`src/sle_pkg.sv`:
```
package sle_pkg;

   localparam int CMD_W       = 2;
   localparam int VALUE_W     = 32;
   localparam int STATUS_W    = 2;
   localparam int COUNT_OUT_W = 7;
   localparam int REQ_DATA_W  = 40;
   localparam int RSP_DATA_W  = 16;

   localparam logic [CMD_W-1:0] CMD_INSERT = 2'd0;
   localparam logic [CMD_W-1:0] CMD_DELETE = 2'd1;
   localparam logic [CMD_W-1:0] CMD_SEARCH = 2'd2;
   localparam logic [CMD_W-1:0] CMD_SIZE   = 2'd3;

   localparam logic [STATUS_W-1:0] ST_DONE      = 2'd0;
   localparam logic [STATUS_W-1:0] ST_NOT_FOUND = 2'd1;
   localparam logic [STATUS_W-1:0] ST_FULL      = 2'd2;
   localparam logic [STATUS_W-1:0] ST_EMPTY     = 2'd3;

   typedef logic signed [VALUE_W-1:0] value_type;

   typedef struct packed {
      logic insert_en;
      logic delete_en;
   } cell_ctrl_type;

   typedef struct packed {
      logic le;
      logic lt;
      logic eq;
   } cell_flags_type;

endpackage

```
`src/sle_cell.sv`:
```
module sle_cell (
   input  logic                   clock,
   input  sle_pkg::cell_ctrl_type ctrl,
   input  logic                   occupied,
   input  sle_pkg::value_type     key,
   input  logic                   left_le,
   input  sle_pkg::value_type     left_entry,
   input  sle_pkg::value_type     right_entry,
   output sle_pkg::cell_flags_type flags,
   output sle_pkg::value_type     entry
);
   import sle_pkg::*;

   value_type entry_ff;
   value_type entry_in;

   assign flags.le = occupied && (entry_ff <= key);
   assign flags.lt = occupied && (entry_ff <  key);
   assign flags.eq = occupied && (entry_ff == key);
   assign entry    = entry_ff;

   always_comb begin
      entry_in = entry_ff;
      if (ctrl.insert_en) begin
         if (!flags.le) begin
            entry_in = left_le ? key : left_entry;
         end
      end else if (ctrl.delete_en) begin
         if (!flags.lt) begin
            entry_in = right_entry;
         end
      end
   end

   always_ff @(posedge clock) begin
      entry_ff <= entry_in;
   end

endmodule

```
`config.mk`:
```
export PLATFORM = sky130hd
export DESIGN_NAME = sle_cell
export DESIGN_NICKNAME = d
export VERILOG_FILES = /design/src/sle_pkg.sv /design/src/sle_cell.sv
export SDC_FILE = /design/constraint.sdc
export NUM_CORES = 1
export LEC_CHECK = 0
export ABC_AREA = 1
export BUFFER_PORTS_ARGS = -buffer_cell sky130_fd_sc_hd__buf_2
export CAP_MARGIN = 20
export CORE_MARGIN = 4
export CORE_UTILIZATION = 46
export DETAILED_ROUTE_END_ITERATION = 7
export PLACE_DENSITY = 0.82
export SLEW_MARGIN = 20
export SYNTH_ARGS = -nofsm -noshare
export SYNTH_HDL_FRONTEND = slang
export SYNTH_SLANG_ARGS = --single-unit
```
`constraint.sdc`:
```
create_clock -name clock -period 3.2 [get_ports clock]
set_clock_uncertainty 0.1 [all_clocks]
set_input_delay 0.32 -clock clock [delete_from_list [all_inputs] [get_ports clock]]
set_output_delay 0.32 -clock clock [all_outputs]
set_load 0.005 [all_outputs]
```
==> metrics.csv <==
stage,metric,value,unit
timing,fin crit share,0.7657,
power,Leak,1.777,nW
grt,GRT Total Usage,0.2060,
setup_path,Top Family by Delay on Critical Path,simple AND/OR/NAND/NOR gates,
clocking,"Clk pin slew, worst setup/hold paths",60,ps
timing,Hold Fails Final Rpt,0,
clocking,clk buf depth,2,
routing,DRT iter0 DRCs,80,
setup_path,worst path bufs/invs,1,
setup_path,"Req. time, crit path",3080,ps
place,gpl congestion,0.8156,
routing,Avg WL per Cell,13.23,um
grt,initial antenna violation count,0,
floorplanning,Initial Utilization,0.4837,
floorplanning,core area,0.005205,sq mm
setup_path,Worst Path Arrival,2330,ps
synthesis,synth unique cells,24,
synthesis,Syn Inst Count,324,
grt,pin count of the biggest net entering global routing,43,
run_status,status,completed,
setup_path,crit path capture,entry[23],
setup_path,CP Class,register to register,
clocking,deepest level of the CTS H-tree,2,
setup_path,reg2reg path depth,11,
floorplanning,Die W,81.98,um
clocking,Num CTS Buffers,5,
setup_path,worst reg-to-reg setup slack,750,ps
power,Tot Pwr,1.294,mW
cells_and_area,layout cells sized above 1,0.3458,
clocking,Sink Count,32,
routing,vias per cell,5.042,
routing,DR DRC count,0,
setup_path,CP max stage delay,400,ps
synthesis,number of synthesized register bits,32,
setup_path,cell depth of the worst setup path,11,
clocking,postcts setup bufs,0,
min_path,min-delay worst type,input pin to register,
grt,GRT overflow,0,
cells_and_area,max reg flops,32,
setup_path,crit-path cells,ha_1 -> a21oi_1 -> nand2_1 -> nand2_1 -> nand2_1 -> a21oi_2 -> nand3_1 -> nand2_1 -> nor2_2 -> nor2_4 -> buf_12,
timing,Hold Worst Slack,278.1,ps
setup_path,most frequent CP cell,nand2_1,
timing,Fmax,408.1,MHz
grt,first-pass GRT wire length,10660,um
clocking,CTS tree,yes,
cells_and_area,"commonest non-fill, non-tap cells in the layout","buf_2, nand2_1, inv_1",
routing,DR vias,2642,
timing,RSZ-0062 raised after global routing,no,
synthesis,Syn. warnings,0,
place,Post-DP Area,0.003259,sq mm
place,Detail Placement HPWL,5612,um
timing,Slew HR,0.3400,
clocking,Clock Latency Late Sink,280,ps
routing,total wire length,6933,um
setup_path,R2R Path Start,entry[19],
clocking,cts repair resizes,0,
power,power density over the cells,387.7,mW/mm^2
routing,Initial DRT Pass Iterations,5,
setup_path,crit path max fanout,22,
cells_and_area,"Design Area, Final",0.003337,sq mm
setup_path,CP Launch Type,register,
cells_and_area,Layout Nets,587,
clocking,CTS root buffer,clkbuf_8,
floorplanning,I/O Pins,136,
grt,vias in the first global route,2493,
synthesis,Avg Synthesized Cell Area,7.770,sq um
cells_and_area,Layout fillers,485,
clocking,CTS Hold Bufs,0,
cells_and_area,antenna diode count,0,
timing,worst-margin pin slew,988.9,ps
setup_path,Worst R2R End,entry[23],
cells_and_area,"most common cell after layout, fill and taps aside",buf_2,
synthesis,"Seq/Total Area, Yosys",0.3817,
cells_and_area,Syn-to-layout area delta,32.55,%
floorplanning,row count,26,
setup_path,"Slowest-stage cell, CP",edfxtp_1,
place,number of I/O port buffers,135,
timing,total negative slack,0,ps
floorplanning,die area,0.006720,sq mm
setup_path,Worst Setup End Kind,register,
timing,final number of max-transition violations,0,
setup_path,CP startpoint,entry[19],
synthesis,Syn Nets,457,
timing,Setup Viol. Count Final,0,
power,VDD IR max,0.1973,mV
floorplanning,die height,81.98,um
synthesis,Mapped Area,0.002517,sq mm
routing,post-detailed-route count of antenna-violating nets,0,
timing,fin crit period,2450,ps
flow_run,max_cap viols,0,
==> power breakdown <==
part	internal (mW)	switching, mW
clock network	0.147	0.137
logic	0.196	0.241
registers	0.541	0.0311
total	0.885	0.409
==> metal layers <==
metal,track usage,wire length (um)
met5,0,0
met4,0.05980,74
met3,0.05702,561
met2,0.3740,3528
met1,0.2338,2769
==> cells in the mapped netlist (all sizes together) <==
cell type,count,area [sq um]
nor2,43,188.9
buf,2,8.750
a21o,1,7.510
ha,32,400.4
edfxtp,32,960.9
nand3b,1,7.510
a31oi,32,200.2
nand2,98,375.4
clkinv,1,3.750
nand3,5,25.02
inv,42,157.7
o21ai,4,20.02
nand4,2,18.77
a21oi,15,82.58
o21a,2,15.01
clkbuf,12,45.04
==> logic make-up (layout without fill, tap and decap cells) <==
| family | count (synthesis) | count (layout) | share of synthesized area |
|---|---|---|---|
| buffers and inverters | 57 | 187 | 0.08548 |
| AND/OR/NAND/NOR | 149 | 149 | 0.2445 |
| adder cells (fa/ha/maj) | 32 | 32 | 0.1590 |
| AO/OA/AOI/OAI | 54 | 54 | 0.1292 |
| flip-flops | 32 | 32 | 0.3817 |
==> worst min-delay path by stage <==
stage,cells past startpoint,endpoint,startpoint
after floorplan,2,entry[0],right_entry[0]
after global placement,3,entry[21],right_entry[21]
after detailed placement,3,entry[11],right_entry[11]
after CTS,3,entry[11],right_entry[11]
after global routing,3,entry[24],right_entry[24]
final,3,entry[4],left_entry[4]
==> cell type report <==
type / instances / area (sq um) / share of cell area
clock buffers: 6 / 72.57 / 0.02175
clock inverters: 1 / 5.005 / 0.001500
inverters: 43 / 161.4 / 0.04837
multi-input cells: 235 / 1346 / 0.4034
flip-flops and latches: 32 / 960.9 / 0.2880
well taps: 70 / 87.58 / 0.02625
repair buffers: 137 / 703.2 / 0.2107
==> worst reg2reg max path, stage by stage (launching register included) <==
cell and delay [ps]:
edfxtp_1 400, ha_1 320, a21oi_1 160, nand2_1 70, nand2_1 50, nand2_1 70
a21oi_2 190, nand3_1 90, nand2_1 100, nor2_2 60, nor2_4 300, buf_12 230
==> per-stage QoR <==
step	std cells	utilization	setup WS (ps)
4_1_cts	524	0.6411	720.5
5_1_grt	524	0.6411	539.7
2_1_floorplan	324	-	474.0
3_5_place_dp	517	0.6262	691.4
6_report	524	0.6411	749.8
3_3_place_gp	517	0.6262	731.8
Power figures use the tool's default switching activity.
